<file path="src/sv/urs_pkg.sv">
`default_nettype none

package urs_pkg;

	// counter width default
	localparam int COUNT_BITS_DEF = 17;

	// register widths
	localparam int PRE_W     = 8;
	localparam int PULSE_W   = 8;
	localparam int TIMEOUT_W = 17;
	localparam int RANGE_W   = 10;
	localparam int CFG_DW    = 17;
	localparam int CFG_IW    = 3;
	localparam int DIST_W    = 10;
	localparam int STAT_W    = 2;

	// register indexes
	localparam logic [CFG_IW-1:0] CFG_PRE_LOW = 3'd0;
	localparam logic [CFG_IW-1:0] CFG_PULSE   = 3'd1;
	localparam logic [CFG_IW-1:0] CFG_TIMEOUT = 3'd2;
	localparam logic [CFG_IW-1:0] CFG_MIN_CM  = 3'd3;
	localparam logic [CFG_IW-1:0] CFG_MAX_CM  = 3'd4;

	// register reset values
	localparam logic [PRE_W-1:0]     PRE_LOW_RST = 8'd5;
	localparam logic [PULSE_W-1:0]   PULSE_RST   = 8'd15;
	localparam logic [TIMEOUT_W-1:0] TIMEOUT_RST = 17'd50000;
	localparam logic [RANGE_W-1:0]   MIN_CM_RST  = 10'd2;
	localparam logic [RANGE_W-1:0]   MAX_CM_RST  = 10'd400;

	// distance = width * 34 / 2000 = width * 17 / 1000, tracked incrementally
	localparam int               REM_W    = 10;
	localparam logic [REM_W:0]   REM_STEP = 11'd17;
	localparam logic [REM_W:0]   REM_MOD  = 11'd1000;

	// error marks
	localparam logic [DIST_W-1:0] DIST_NO_RISE = 10'd999;
	localparam logic [DIST_W-1:0] DIST_STUCK   = 10'd998;
	localparam logic [DIST_W-1:0] DIST_NO_ECHO = 10'd997;

	// status codes
	localparam logic [STAT_W-1:0] ST_OK      = 2'd0;
	localparam logic [STAT_W-1:0] ST_NO_RISE = 2'd1;
	localparam logic [STAT_W-1:0] ST_STUCK   = 2'd2;
	localparam logic [STAT_W-1:0] ST_NO_ECHO = 2'd3;

	typedef enum logic [2:0] {
		PH_IDLE  = 3'd0,
		PH_PRE   = 3'd1,
		PH_PULSE = 3'd2,
		PH_RISE  = 3'd3,
		PH_HIGH  = 3'd4
	} phase_t;

	typedef struct packed {
		logic [PRE_W-1:0]     pre_low_ticks;
		logic [PULSE_W-1:0]   pulse_ticks;
		logic [TIMEOUT_W-1:0] timeout_ticks;
		logic [RANGE_W-1:0]   min_range_cm;
		logic [RANGE_W-1:0]   max_range_cm;
	} cfg_t;

	typedef struct packed {
		logic start_req;
		logic echo;
	} sample_t;

	typedef struct packed {
		logic              trig;
		logic              busy_res;
		logic              done_res;
		logic [DIST_W-1:0] distance;
		logic [STAT_W-1:0] status;
	} result_t;

endpackage

`default_nettype wire

</file>
<file path="src/sv/ultrasonic_range_sequencer_unit.sv">
`default_nettype none
// a sample beat is held in the input register, and its result beat in the result register
// throughput: one sample beat per cycle while results are taken, set by the single-tick phase update
// between the input register and the result register
// a stalled result holds the input register, which then stops accepting
// reset: phase idle, counters and last distance/status zero, registers at defaults

module ultrasonic_range_sequencer_unit #(
	parameter int COUNT_BITS = urs_pkg::COUNT_BITS_DEF
) (
	input  wire                         clk,
	input  wire                         arst_n,
	input  wire                         sample_valid,
	output logic                        sample_ready,
	input  urs_pkg::sample_t            sample,
	output logic                        result_valid,
	input  wire                         result_ready,
	output urs_pkg::result_t            result,
	input  wire                         cfg_we,
	input  wire [urs_pkg::CFG_IW-1:0]   cfg_idx,
	input  wire [urs_pkg::CFG_DW-1:0]   cfg_wdata
);
	import urs_pkg::*;

	cfg_t                  cfg;
	logic                  valid_s1;
	sample_t               sample_s1;
	logic                  out_valid_q;
	result_t               result_q;
	logic                  advance;

	phase_t                phase_q,  phase_nxt;
	logic [COUNT_BITS-1:0] wait_q,   wait_nxt;
	logic [COUNT_BITS-1:0] width_q,  width_nxt;
	logic [COUNT_BITS-1:0] quo_q,    quo_nxt;
	logic [REM_W-1:0]      rem_q,    rem_nxt;
	logic [DIST_W-1:0]     dist_q,   dist_nxt;
	logic [STAT_W-1:0]     stat_q,   stat_nxt;
	result_t               step_res;

	urs_cfg u_cfg (
		.clk       (clk),
		.arst_n    (arst_n),
		.cfg_we    (cfg_we),
		.cfg_idx   (cfg_idx),
		.cfg_wdata (cfg_wdata),
		.cfg       (cfg)
	);

	urs_step #(
		.COUNT_BITS (COUNT_BITS)
	) u_step (
		.cfg       (cfg),
		.smp       (sample_s1),
		.phase_cur (phase_q),
		.wait_cur  (wait_q),
		.width_cur (width_q),
		.quo_cur   (quo_q),
		.rem_cur   (rem_q),
		.dist_cur  (dist_q),
		.stat_cur  (stat_q),
		.phase_nxt (phase_nxt),
		.wait_nxt  (wait_nxt),
		.width_nxt (width_nxt),
		.quo_nxt   (quo_nxt),
		.rem_nxt   (rem_nxt),
		.dist_nxt  (dist_nxt),
		.stat_nxt  (stat_nxt),
		.result    (step_res)
	);

	// handshake: the held sample moves on when the result slot is free or being taken
	assign advance      = valid_s1 && (!out_valid_q || result_ready);
	assign sample_ready = !valid_s1 || advance;

	// input register
	always_ff @(posedge clk or negedge arst_n) begin
		if (!arst_n) begin
			valid_s1 <= 1'b0;
		end else if (sample_ready) begin
			valid_s1 <= sample_valid;
		end
	end

	always_ff @(posedge clk) begin
		if (sample_ready && sample_valid) begin
			sample_s1 <= sample;
		end
	end

	// sequencer state, updated once per tick
	always_ff @(posedge clk or negedge arst_n) begin
		if (!arst_n) begin
			phase_q <= PH_IDLE;
			wait_q  <= '0;
			width_q <= '0;
			quo_q   <= '0;
			rem_q   <= '0;
			dist_q  <= '0;
			stat_q  <= '0;
		end else if (advance) begin
			phase_q <= phase_nxt;
			wait_q  <= wait_nxt;
			width_q <= width_nxt;
			quo_q   <= quo_nxt;
			rem_q   <= rem_nxt;
			dist_q  <= dist_nxt;
			stat_q  <= stat_nxt;
		end
	end

	// result register
	always_ff @(posedge clk or negedge arst_n) begin
		if (!arst_n) begin
			out_valid_q <= 1'b0;
		end else if (advance) begin
			out_valid_q <= 1'b1;
		end else if (result_ready) begin
			out_valid_q <= 1'b0;
		end
	end

	always_ff @(posedge clk) begin
		if (advance) begin
			result_q <= step_res;
		end
	end

	assign result_valid = out_valid_q;
	assign result       = result_q;

	// remainder of the running distance stays below the divisor
	a_rem_range: assert property (@(posedge clk) disable iff (!arst_n)
		{1'b0, rem_q} < REM_MOD)
		else $error("distance remainder out of range");

	// a zero width means a zero running distance
	a_width_zero: assert property (@(posedge clk) disable iff (!arst_n)
		(width_q == '0) |-> (quo_q == '0 && rem_q == '0))
		else $error("running distance without echo width");

	// a finished measurement leaves the sequencer idle
	a_done_idle: assert property (@(posedge clk) disable iff (!arst_n)
		(advance && step_res.done_res) |=> (phase_q == PH_IDLE))
		else $error("sequencer not idle after done");

	// a stalled tick keeps its sample and the state
	a_stall_hold: assert property (@(posedge clk) disable iff (!arst_n)
		(valid_s1 && !advance) |=> (valid_s1 && $stable(sample_s1) && $stable(phase_q)))
		else $error("stalled tick lost");

endmodule

`default_nettype wire

</file>
<file path="src/sv/urs_cfg.sv">
`default_nettype none

module urs_cfg (
	input  wire                         clk,
	input  wire                         arst_n,
	input  wire                         cfg_we,
	input  wire [urs_pkg::CFG_IW-1:0]   cfg_idx,
	input  wire [urs_pkg::CFG_DW-1:0]   cfg_wdata,
	output urs_pkg::cfg_t               cfg
);
	import urs_pkg::*;

	cfg_t cfg_q;

	// register file, writes beyond the list are dropped
	always_ff @(posedge clk or negedge arst_n) begin
		if (!arst_n) begin
			cfg_q.pre_low_ticks <= PRE_LOW_RST;
			cfg_q.pulse_ticks   <= PULSE_RST;
			cfg_q.timeout_ticks <= TIMEOUT_RST;
			cfg_q.min_range_cm  <= MIN_CM_RST;
			cfg_q.max_range_cm  <= MAX_CM_RST;
		end else if (cfg_we) begin
			case (cfg_idx)
				CFG_PRE_LOW: cfg_q.pre_low_ticks <= cfg_wdata[PRE_W-1:0];
				CFG_PULSE:   cfg_q.pulse_ticks   <= cfg_wdata[PULSE_W-1:0];
				CFG_TIMEOUT: cfg_q.timeout_ticks <= cfg_wdata[TIMEOUT_W-1:0];
				CFG_MIN_CM:  cfg_q.min_range_cm  <= cfg_wdata[RANGE_W-1:0];
				CFG_MAX_CM:  cfg_q.max_range_cm  <= cfg_wdata[RANGE_W-1:0];
				default: ;
			endcase
		end
	end

	assign cfg = cfg_q;

endmodule

`default_nettype wire

</file>
<file path="src/sv/urs_step.sv">
`default_nettype none

module urs_step #(
	parameter int COUNT_BITS = urs_pkg::COUNT_BITS_DEF
) (
	input  urs_pkg::cfg_t                 cfg,
	input  urs_pkg::sample_t              smp,
	input  urs_pkg::phase_t               phase_cur,
	input  wire [COUNT_BITS-1:0]          wait_cur,
	input  wire [COUNT_BITS-1:0]          width_cur,
	input  wire [COUNT_BITS-1:0]          quo_cur,
	input  wire [urs_pkg::REM_W-1:0]      rem_cur,
	input  wire [urs_pkg::DIST_W-1:0]     dist_cur,
	input  wire [urs_pkg::STAT_W-1:0]     stat_cur,
	output urs_pkg::phase_t               phase_nxt,
	output logic [COUNT_BITS-1:0]         wait_nxt,
	output logic [COUNT_BITS-1:0]         width_nxt,
	output logic [COUNT_BITS-1:0]         quo_nxt,
	output logic [urs_pkg::REM_W-1:0]     rem_nxt,
	output logic [urs_pkg::DIST_W-1:0]    dist_nxt,
	output logic [urs_pkg::STAT_W-1:0]    stat_nxt,
	output urs_pkg::result_t              result
);
	import urs_pkg::*;

	localparam int TW = (COUNT_BITS > TIMEOUT_W) ? COUNT_BITS : TIMEOUT_W;

	// saturating increment
	function automatic logic [COUNT_BITS-1:0] bump(input logic [COUNT_BITS-1:0] v);
		bump = (&v) ? v : COUNT_BITS'(v + 1'b1);
	endfunction

	// wait limit reached or counter pinned at its top
	function automatic logic timed_out(input logic [COUNT_BITS-1:0] c,
	                                   input logic [TIMEOUT_W-1:0] lim);
		timed_out = (TW'(c) >= TW'(lim)) || (&c);
	endfunction

	// clamp to the configured range, minimum checked first
	function automatic logic [DIST_W-1:0] clamp(input logic [COUNT_BITS-1:0] q,
	                                            input logic [RANGE_W-1:0] lo,
	                                            input logic [RANGE_W-1:0] hi);
		if (q < COUNT_BITS'(lo))
			clamp = lo;
		else if (q > COUNT_BITS'(hi))
			clamp = hi;
		else
			clamp = q[DIST_W-1:0];
	endfunction

	phase_t             ph;
	logic [COUNT_BITS-1:0] wc;
	logic [COUNT_BITS-1:0] ew;
	logic [COUNT_BITS-1:0] q;
	logic [REM_W-1:0]   r;
	logic [REM_W:0]     r_sum;
	logic [DIST_W-1:0]  ld;
	logic [STAT_W-1:0]  ls;
	logic               trig;
	logic               done;
	logic               settled;

	// one tick: start, then the low, pulse and echo phases in turn;
	// empty low or pulse phases fall through within the same tick
	always_comb begin
		ph      = phase_cur;
		wc      = wait_cur;
		ew      = width_cur;
		q       = quo_cur;
		r       = rem_cur;
		ld      = dist_cur;
		ls      = stat_cur;
		trig    = 1'b0;
		done    = 1'b0;
		settled = 1'b0;
		r_sum   = {1'b0, rem_cur} + REM_STEP;

		if (ph == PH_IDLE && smp.start_req) begin
			ph = PH_PRE;
			wc = '0;
			ew = '0;
			q  = '0;
			r  = '0;
		end

		// trigger held low
		if (ph == PH_PRE) begin
			if (wc >= COUNT_BITS'(cfg.pre_low_ticks)) begin
				ph = PH_PULSE;
				wc = '0;
			end else begin
				wc      = bump(wc);
				settled = 1'b1;
			end
		end

		// trigger pulse
		if (!settled && ph == PH_PULSE) begin
			if (wc >= COUNT_BITS'(cfg.pulse_ticks)) begin
				ph = PH_RISE;
				wc = '0;
			end else begin
				trig    = 1'b1;
				wc      = bump(wc);
				settled = 1'b1;
			end
		end

		// wait for the echo to rise
		if (!settled && ph == PH_RISE) begin
			if (smp.echo) begin
				ph = PH_HIGH;
				wc = '0;
				ew = '0;
				q  = '0;
				r  = '0;
			end else begin
				wc = bump(wc);
				if (timed_out(wc, cfg.timeout_ticks)) begin
					ph   = PH_IDLE;
					ld   = DIST_NO_RISE;
					ls   = ST_NO_RISE;
					done = 1'b1;
				end
			end
			settled = 1'b1;
		end

		// time the echo high width
		if (!settled && ph == PH_HIGH) begin
			if (smp.echo) begin
				if (!(&ew)) begin
					ew = COUNT_BITS'(ew + 1'b1);
					if (r_sum >= REM_MOD) begin
						r = REM_W'(r_sum - REM_MOD);
						q = COUNT_BITS'(q + 1'b1);
					end else begin
						r = r_sum[REM_W-1:0];
					end
				end
				wc = bump(wc);
				if (timed_out(wc, cfg.timeout_ticks)) begin
					ph   = PH_IDLE;
					ld   = DIST_STUCK;
					ls   = ST_STUCK;
					done = 1'b1;
				end
			end else if (ew != '0) begin
				ph   = PH_IDLE;
				ld   = clamp(q, cfg.min_range_cm, cfg.max_range_cm);
				ls   = ST_OK;
				done = 1'b1;
			end else begin
				ph   = PH_IDLE;
				ld   = DIST_NO_ECHO;
				ls   = ST_NO_ECHO;
				done = 1'b1;
			end
			settled = 1'b1;
		end

		// unused phase codes return to idle
		if (!(ph inside {PH_IDLE, PH_PRE, PH_PULSE, PH_RISE, PH_HIGH}))
			ph = PH_IDLE;
	end

	assign phase_nxt = ph;
	assign wait_nxt  = wc;
	assign width_nxt = ew;
	assign quo_nxt   = q;
	assign rem_nxt   = r;
	assign dist_nxt  = ld;
	assign stat_nxt  = ls;

	// result beat
	always_comb begin
		result.trig     = trig;
		result.busy_res = (ph != PH_IDLE);
		result.done_res = done;
		result.distance = ld;
		result.status   = ls;
	end

endmodule

`default_nettype wire

</file>
<file path="config.mk">
export PLATFORM = sky130hd
export DESIGN_NAME = ultrasonic_range_sequencer_unit
export DESIGN_NICKNAME = d
export VERILOG_FILES = /design/src/sv/urs_pkg.sv /design/src/sv/ultrasonic_range_sequencer_unit.sv /design/src/sv/urs_cfg.sv /design/src/sv/urs_step.sv
export SDC_FILE = /design/constraint.sdc
export NUM_CORES = 1
export LEC_CHECK = 0
export BUFFER_PORTS_ARGS = -buffer_cell sky130_fd_sc_hd__buf_4
export CORE_AREA = 2 2 138 140
export CTS_BUF_LIST = sky130_fd_sc_hd__clkbuf_2 sky130_fd_sc_hd__clkbuf_4 sky130_fd_sc_hd__clkbuf_8
export DETAILED_ROUTE_END_ITERATION = 12
export DIE_AREA = 0 0 140 142
export GPL_TIMING_DRIVEN = 0
export PLACE_DENSITY = 0.95
export SYNTH_ARGS = -nofsm -noshare
export SYNTH_HDL_FRONTEND = slang
export SYNTH_HIERARCHICAL = 1
export SYNTH_SLANG_ARGS = --single-unit
</file>
<file path="constraint.sdc">
create_clock -name clk -period 19.9 [get_ports clk]
set_input_delay 3.98 -clock clk [delete_from_list [all_inputs] [get_ports clk]]
set_output_delay 3.98 -clock clk [all_outputs]
set_load 0.05 [all_outputs]
</file>
==> flow_metrics.py <==
metrics = {
    "run_status": {
        "outcome": "finished, violations left",
        "violations": "capacitance limit",
    },
    "layout": {
        "layout-drive-gt1-share_pct": 19.5,
        "antenna_cells": 0,
        "layout.nets": 1588,
        "area_delta_synth_final_pct": 8.21,
        "fillers": 1226,
    },
    "global_routing": {
        "antenna_found_initial": 0,
        "overflow": 0,
        "grt_usage_pct": 43.1,
        "grt_max_degree": 88,
        "grt_pass1_vias": 12420,
        "grt_first_pass_wirelength_um": 66800,
    },
    "setup_path": {
        "cp_max_fo": 10,
        "crit_path_end_kind": "register",
        "critical-path-max-stage-delay_ps": 960,
        "worstPathRequired_ps": 20310,
        "reg2reg_to": "dist_q[4]$_DFFE_PN0P_",
        "r2r-start": "phase_q[2]$_DFFE_PN0P_",
        "slowest_stage": "o311ai_0",
        "r2r_cells": 54,
        "criticalPathCategory": "register to register",
        "critPathLaunchType": "register",
        "cp.arrival_ps": 17690,
        "r2r_slack_ps": 2610,
    },
    "route": {
        "wl_met2_um": 19300,
        "drt_wl_total_um": 42900,
        "dr.pass1.iters": 6,
        "route.met3.wl_um": 4640,
        "drc_errors": 0,
        "antenna_left": 0,
        "vias": 12556,
        "vias_per_cell": 7.26,
        "drt_iter0_markers": 1825,
        "wl_met1_um": 15400,
        "highest_layer": "met4",
        "routedWlPerCell_um": 24.8,
    },
    "synth": {
        "synthesis.nets": 1525,
        "synth_area_leaders": "dfrtp_1 23%, mux2_2 9.4%, ha_1 7.8%",
        "synthCells": 1419,
        "ys_ff_latch": 148,
        "synth_top_area_share_pct": 22.6,
        "synth-edff-count": 17,
        "synth_top_area_cell": "dfrtp_1",
        "yosys.area_share.adder_pct": 7.93,
        "async_reset_ff_share_pct": 88.5,
        "synth_mux_area_share_pct": 13.8,
        "seq_area_frac_synth_pct": 30.0,
        "ys_types": 94,
        "avgSynthCellArea_um2": 8.96,
        "yosysWarnings": 6,
        "synth_top_family_by_area": "simple AND/OR/NAND/NOR gates",
        "yosys.area_share.simple_pct": 22.0,
        "yosys.area_share.xor_xnor_pct": 4.27,
        "synth_compound_area_share_pct": 16.6,
        "syn_area_um2": 12700,
        "synthFlopType": "dfrtp_1",
    },
    "pwr": {
        "leakage_uw": 0.00624,
        "power_density_nw_per_um2": 117,
        "ir_drop_v": 0.0000813,
    },
    "floorplanning": {
        "die_w_um": 140,
        "dieArea_um2": 19900,
        "io_pins": 44,
        "start_util_pct": 68.9,
        "core.rowCount": 50,
        "core_area_um2": 18500,
        "fp.dieH_um": 142,
    },
    "sta": {
        "postLayoutSetupSlackWorst_ps": 2610,
        "maxSlewHeadroom_pct": 0.0642,
        "rsz0062_at_grt": "no",
        "hold_viol_final": 0,
        "fin_crit_ps": 17290,
        "finalMaxSlewViolations": 0,
        "period_share_pct": 86.9,
        "fin_setup_tns_ps": 0,
        "fmax_mhz": 57.9,
        "fin_skew_ps": 22.4,
        "worst_pin_slew_ps": 1490,
        "setup-violations-final": 0,
    },
    "cts": {
        "holdBufCountCts": 0,
        "cts_setup_buffers": 0,
        "clk_path_buf_depth": 2,
        "cts_tree": "built",
        "ctsResizeCount": 0,
        "clock_sinks": 148,
        "cts.htree.levels": 4,
        "clock_latency_ps": 480,
        "cts_root_buf": "clkbuf_8",
        "cts_buffers": 17,
        "clk_pin_slew_worst_paths_ps": 100,
    },
    "hold_path": {
        "hold_class": "register to register",
        "hold_depth": 1,
        "min-delay-start": "u_cfg/cfg[33]$_DFFE_PN0P_",
        "hold_path_end": "u_cfg/cfg[33]$_DFFE_PN0P_",
    },
    "run": {
        "maxCapViolations": 1,
    },
    "placement": {
        "dp_slack_ps": 3530,
        "io_buffers": 43,
        "gp_congestion": 1.00,
        "dpl.hpwl_um": 30400,
    },
}
==> power breakdown <==
| group | switching [uW] | internal, uW |
|---|---|---|
| Combinational | 601 | 353 |
| Clock | 144 | 96.8 |
| Sequential | 46.4 | 371 |
| Total | 792 | 820 |
==> cell families (layout without fill, tap and decap cells) <==
group,after synthesis,count (layout)
DFF,148,148
xor gates and xnor gates,62,62
AOI/OAI and AO/OA,310,310
and+or+nand+nor,518,518
adders and majority gates,81,81
buffers and inverters,153,229
muxes,147,147
==> cells in the final DEF, fill, tap and decap left out, drive strengths merged, types with 21 or more instances in the layout <==
master and count:
a21o 21, nor2 99, mux2 136, and2 21
nor4 24, ha 79, and3 24, xor2 32
o21ai 74, dfrtp 115, inv 90, nand3 54
a21oi 64, buf 76, nand4 30, clkbuf 60
xnor2 30, nor3 30, nand2 139
==> sequential cells by signal (all words and copies together) (netlist names) <==
register / count
u_cfg/cfg: 53
quo_q: 17
wait_q: 17
width_q: 17
result: 15
dist_q: 10
rem_q: 10
phase_q: 3
sample_s1: 2
stat_q: 2
result_valid: 1
valid_s1: 1
==> per-stage QoR <==
stage / total power [uW] / area (um^2) / hold slack [ps] / util [%] / cells
final: 1610 / 13800 / 517 / 74.5 / 1729
after global routing: 1700 / 13800 / 534 / 74.5 / 1729
after CTS: 1580 / 13800 / 519 / 74.5 / 1729
after detailed placement: 1320 / 13400 / 495 / 72.4 / 1697
after global placement: 1290 / 13300 / 481 / 72.2 / 1696
after floorplan: 1060 / 12700 / 471 / - / 1419
==> cell type report <==
class	instances	area [um^2]	share of cell area, %
buffer	74	404	2.94
multi-input combinational	1118	8210	59.6
clock buffer	18	241	1.76
timing repair buffer	44	354	2.57
sequential	148	3810	27.7
clock inverter	14	155	1.13
inverter	79	297	2.16
tap	234	293	2.13
==> Yosys cell counts, types with 17 or more instances <==
cell type and n:
a211oi_1 18, a21o_1 21, a21oi_1 64, and2_1 20, and3_1 24, clkbuf_1 42
dfrtp_1 115, edfxtp_1 17, ha_1 79, inv_1 79, mux2_2 106, mux2_4 29
nand2_1 138, nand3_1 54, nand4_1 29, nor2_1 99, nor3_1 29, nor4_1 20
o21a_1 19, o21ai_0 70, xnor2_1 30, xor2_1 32
==> worst max-delay path, delay by kind of cell (launching register included) <==
family | cells | cell delay, ps
XOR/XNOR | 1 | 300
AND/OR/NAND/NOR | 14 | 4500
flip-flops | 1 | 420
multiplexers | 1 | 260
buffers and inverters | 9 | 3340
AO/OA/AOI/OAI | 24 | 6940
adder cells (fa/ha/maj) | 5 | 1480
==> how the worst max path moves through the flow <==
stage | cells past startpoint | slack [ps] | startpoint | endpoint
final | 54 | 2610 | phase_q[2]$_DFFE_PN0P_ | dist_q[4]$_DFFE_PN0P_
after floorplan | 55 | 7290 | phase_q[0]$_DFFE_PN0P_ | result[10]$_DFFE_PP_
after global placement | 54 | 3560 | phase_q[2]$_DFFE_PN0P_ | dist_q[9]$_DFFE_PN0P_
after global routing | 54 | 1930 | phase_q[0]$_DFFE_PN0P_ | dist_q[4]$_DFFE_PN0P_
after CTS | 54 | 3260 | phase_q[2]$_DFFE_PN0P_ | dist_q[5]$_DFFE_PN0P_
after detailed placement | 54 | 3530 | phase_q[0]$_DFFE_PN0P_ | dist_q[5]$_DFFE_PN0P_
==> per-layer routing <==
metal,vias to the layer above,global-route usage (%)
met5,-,0
met4,0,30.4
met3,319,9.52
met2,1022,69.7
met1,5865,51.6
li1,5350,-
No activity file was read; power rests on OpenSTA's default activity.
